File: config.mk
export PLATFORM = sky130hd
export DESIGN_NAME = clpd_ctrl
export DESIGN_NICKNAME = d
export VERILOG_FILES = /design/src/design/clpd_pkg.sv /design/src/design/clpd_ctrl.sv
export SDC_FILE = /design/constraint.sdc
export NUM_CORES = 1
export LEC_CHECK = 0
export BUFFER_PORTS_ARGS = -buffer_cell sky130_fd_sc_hd__buf_2
export CELL_PAD_IN_SITES_DETAIL_PLACEMENT = 0
export CELL_PAD_IN_SITES_GLOBAL_PLACEMENT = 1
export CORE_AREA = 3 3 40 42
export CTS_BUF_LIST = sky130_fd_sc_hd__clkbuf_16
export CTS_CLUSTER_SIZE = 30
export DETAILED_ROUTE_END_ITERATION = 6
export DIE_AREA = 0 0 43 45
export HOLD_SLACK_MARGIN = 0.02
export PLACE_DENSITY_LB_ADDON = 0.08
export SLEW_MARGIN = 20
export SYNTH_ARGS = -nofsm -noshare
export SYNTH_HDL_FRONTEND = slang
export SYNTH_SLANG_ARGS = --single-unit
File: constraint.sdc
create_clock -name i_clk -period 1.95 [get_ports i_clk]
set_input_delay 0.39 -clock i_clk [delete_from_list [all_inputs] [get_ports i_clk]]
set_output_delay 0.39 -clock i_clk [all_outputs]
set_load 0.005 [all_outputs]
File: src/design/clpd_pkg.sv
// ----------------------------------------------------------------------------
// clpd_pkg
// Shared types and constants for the closest pair distance block: payload
// structs, controller command and status bundles, and datapath widths.
// ----------------------------------------------------------------------------
package clpd_pkg;

    // point store capacity
    localparam int MAX_POINTS = 1024;
    localparam int ADDR_W     = $clog2(MAX_POINTS);
    localparam int CNT_W      = $clog2(MAX_POINTS + 1);

    // coordinate and result widths
    localparam int COORD_W = 24;
    localparam int DIFF_W  = COORD_W + 1;
    localparam int SQ_W    = 2 * COORD_W;
    localparam int SUM_W   = SQ_W + 1;
    localparam int BEST_W  = 50;
    localparam int DIST_W  = BEST_W / 2;
    localparam int REM_W   = DIST_W + 3;
    localparam int ROOT_STEPS = BEST_W / 2;
    localparam int STEP_W  = $clog2(ROOT_STEPS);

    // input item
    typedef struct packed {
        logic signed [COORD_W-1:0] point_x;
        logic signed [COORD_W-1:0] point_y;
        logic                      last_point;
    } t_in_item;

    // result item
    typedef struct packed {
        logic [DIST_W-1:0] min_distance;
        logic              too_few_points;
    } t_out_item;

    // controller to datapath commands
    typedef struct packed {
        logic load;
        logic scan_step;
        logic sqrt_start;
        logic sqrt_step;
        logic out_load;
    } t_cmd;

    // datapath to controller status
    typedef struct packed {
        logic scan_done;
        logic pipe_empty;
        logic last;
        logic few;
        logic sqrt_last;
        logic out_busy;
    } t_stat;

endpackage

File: src/design/clpd_ctrl.sv
// ----------------------------------------------------------------------------
// clpd_ctrl
// Controller state machine: takes a point, scans over the stored points, runs
// the square root when a set of two or more closes and hands over the result.
// ----------------------------------------------------------------------------
module clpd_ctrl (
    input  logic           i_clk,
    input  logic           i_rst_n,
    input  logic           i_in_valid,
    output logic           o_in_ready,
    input  clpd_pkg::t_stat i_stat,
    output clpd_pkg::t_cmd  o_cmd
);
    import clpd_pkg::*;

    localparam logic [1:0] S_IDLE = 2'd0;
    localparam logic [1:0] S_SCAN = 2'd1;
    localparam logic [1:0] S_SQRT = 2'd2;
    localparam logic [1:0] S_OUT  = 2'd3;

    logic [1:0] r_state;
    logic [1:0] n_state;

    // next state and commands
    always_comb begin
        n_state    = r_state;
        o_cmd      = '0;
        o_in_ready = 1'b0;
        unique case (r_state)
            S_IDLE: begin
                o_in_ready = 1'b1;
                if (i_in_valid) begin
                    o_cmd.load = 1'b1;
                    n_state    = S_SCAN;
                end
            end
            S_SCAN: begin
                o_cmd.scan_step = !i_stat.scan_done;
                if (i_stat.scan_done && i_stat.pipe_empty) begin
                    priority if (!i_stat.last) begin
                        n_state = S_IDLE;
                    end else if (i_stat.few) begin
                        n_state = S_OUT;
                    end else begin
                        o_cmd.sqrt_start = 1'b1;
                        n_state          = S_SQRT;
                    end
                end
            end
            S_SQRT: begin
                o_cmd.sqrt_step = 1'b1;
                if (i_stat.sqrt_last) begin
                    n_state = S_OUT;
                end
            end
            S_OUT: begin
                if (!i_stat.out_busy) begin
                    o_cmd.out_load = 1'b1;
                    n_state        = S_IDLE;
                end
            end
            default: begin
                n_state = S_IDLE;
            end
        endcase
    end

    // state register
    always_ff @(posedge i_clk) begin
        if (!i_rst_n) begin
            r_state <= S_IDLE;
        end else begin
            r_state <= n_state;
        end
    end

endmodule

==> results_dict.tcl <==
set metrics [dict create \
    clk_latency_ps 220 \
    ys_types 13 \
    crit_path_max_incr_delay_ps 360 \
    ant_nets 0 \
    finalCritPeriodShare 0.7459 \
    antenna_cells 0 \
    synthTopCellsByArea "dfxtp_1, nor2_1, o32ai_2, nand2b_1, o211ai_2" \
    syn_area_um2 153.9 \
    synth_edf_count 0 \
    yosys_warnings 0 \
    dr.pass1.iters 3 \
    finalCriticalPeriod_ps 1455 \
    synth_area_leader_cell "dfxtp_1" \
    pwr-share-comb 0.099 \
    relSlewSlack 0.8201 \
    finalHoldViolCount 0 \
    dpl_cell_area_um2 242.7 \
    clock_power_share 0.773 \
    fin_setup_tns_ps 0 \
    syn_to_final_growth_pct 106.5 \
    power.share.switching 0.1648 \
    cts-root-buf "clkbuf_16" \
    final_nets 48 \
    synth_top_area_share 0.2602 \
    synth.most_common_cell "nor2_1" \
    power_density_nw_per_um2 1228 \
    start_util 0.1198 \
    crit_required_ps 1560 \
    routed_wl_um 482 \
    die_area_um2 1935 \
    cts_buffer_depth 2 \
    place.gp.congestion 0.7046 \
    wl_per_cell_um 9.269 \
    clk_pin_slew_ps 30 \
    status "completed" \
    drive_above_1_share 0.5135 \
    final_util 0.2473 \
    max_slew.worst_pin.slew_ps 268.2 \
    fin_area_um2 317.8 \
    cts_setup_buffers 0 \
    setup_viol 0 \
    max_freq_mhz 687.5 \
    htree_num_levels 1 \
    seqCellArea_um2 40.04 \
    portBuffers 14 \
    clock-skew-final_ps 0.4955 \
    critPathMaxFanout 6 \
    maxSlewViolCount 0 \
    cts_tree "yes" \
    cts_hold_buf 0 \
    die_width_um 43 \
    synth_commonest_cells "nor2_1, dfxtp_1, inv_1, nand2b_1" \
    core_area_um2 1285 \
    cp_data_arrival_time_ps 1060 \
    antenna_found_initial 0 \
    p_seq_frac 0.128 \
    path_cells "nand2b_1, nor3_1, buf_2" \
    synth_flop_cell "dfxtp_1" \
    syn_inst 20 \
    cp_top_family "flip-flops" \
    setup.worst_path.class "flop to output port" \
    clock_sinks 2 \
    slowest_stage "dfxtp_1" \
    n_fill_cell 140 \
    grt_use_total 0.05565 \
    drtIter0Drc 3 \
    avgSynthCellArea_um2 7.695 \
    yosysSeqAreaShare 0.2602 \
    path_buf_inv 1 \
    synth_nets 29 \
    cap_violations 0 \
    ir_worst_vdd_v 0.0004063 \
    p_int_w 0.0003260 \
    grt_start_max_net_pins 7 \
    rows 13 \
    yosys_register_bits 2 \
    multiInputGateArea_um2 106.4 \
    p_leak_nw 0.1505 \
    drc 0 \
    cts_resized 0 \
    grt_pass1_vias 195 \
    viasPerCell 3.808 \
    vias 198 \
    async_flop_share 0 \
    cp-end-kind "output port" \
    ios 15 \
    die_y_um 45 \
    start_kind "flop" \
    rsz0062_at_grt "no" \
    grt_pass1_wl_um 772 \
    overflow 0 \
    switchingPower_w 0.00006431 \
    cts_buffers 3 \
    hold_class "input port to flop" \
]
[placed cells by master (no fill, tap or decap), types with 2 or more instances in the layout]
cell | synthesis | routed
nor2_1 | 5 | 5
inv_1 | 2 | 2
nand2b_1 | 2 | 2
dfxtp_1 | 2 | 2
buf_2 | 0 | 14
clkbuf_16 | 0 | 3
[cell type report]
type	instances	area share
clock buffer	3	0.2362
inverter	2	0.02362
multi-input combinational	16	0.3346
sequential	2	0.1260
tap	15	0.05906
timing repair buffer	14	0.2205
[final timing paths]
path | startpoint | to | slack, ps | depth (start not counted)
worst max-delay path | flop | o_cmd[2] | 500 | 3
worst min-delay path | i_stat[3] | r_state[0] | 460 | 3
worst max register to register | flop | flop | 980 | 3
worst min register to register | r_state[0] | r_state[0] | 570 | 2
[tightest hold or removal path: stages]
cell and delay (ps):
buf_2 80, a211oi_1 80, o32ai_2 80
[per-layer routing]
layer	track usage	share of wire	routed length, um
met1	0.06938	0.45	218
met2	0.06287	0.37	176
met3	0.04382	0.18	88
met4	0.03614	0	0
met5	0	0	0
[logic make-up after synthesis]
group           share of synthesized area
compound gates                     0.2927
flops                              0.2602
buf+inv                           0.04880
simple gates                       0.3333
mux                               0.06504
[power by group through the flow]
stage	Sequential (W)	Clock, W	Combinational, W
floorplan	0.0000494	0	0.0000198
global placement	0.0000507	0	0.0000388
detailed placement	0.0000507	0	0.0000389
CTS	0.0000502	0.000307	0.0000391
global route	0.0000507	0.000317	0.0000426
finish	0.0000501	0.000302	0.0000385
[metrics by stage]
| stage | power [W] | setup WS, ps | instances | hold WS [ps] |
|---|---|---|---|---|
| 3_3_place_gp | 0.00008946 | 689.8 | 49 | 585.1 |
| 5_1_grt | 0.0004099 | 420.6 | 52 | 473.0 |
| 6_report | 0.0003903 | 495.5 | 52 | 461.8 |
| 3_5_place_dp | 0.00008960 | 671.7 | 49 | 583.1 |
| 2_1_floorplan | 0.00006921 | 884.5 | 20 | 535.4 |
| 4_1_cts | 0.0003964 | 490.3 | 52 | 470.6 |
Note: power is estimated with default switching activity, not from simulation.
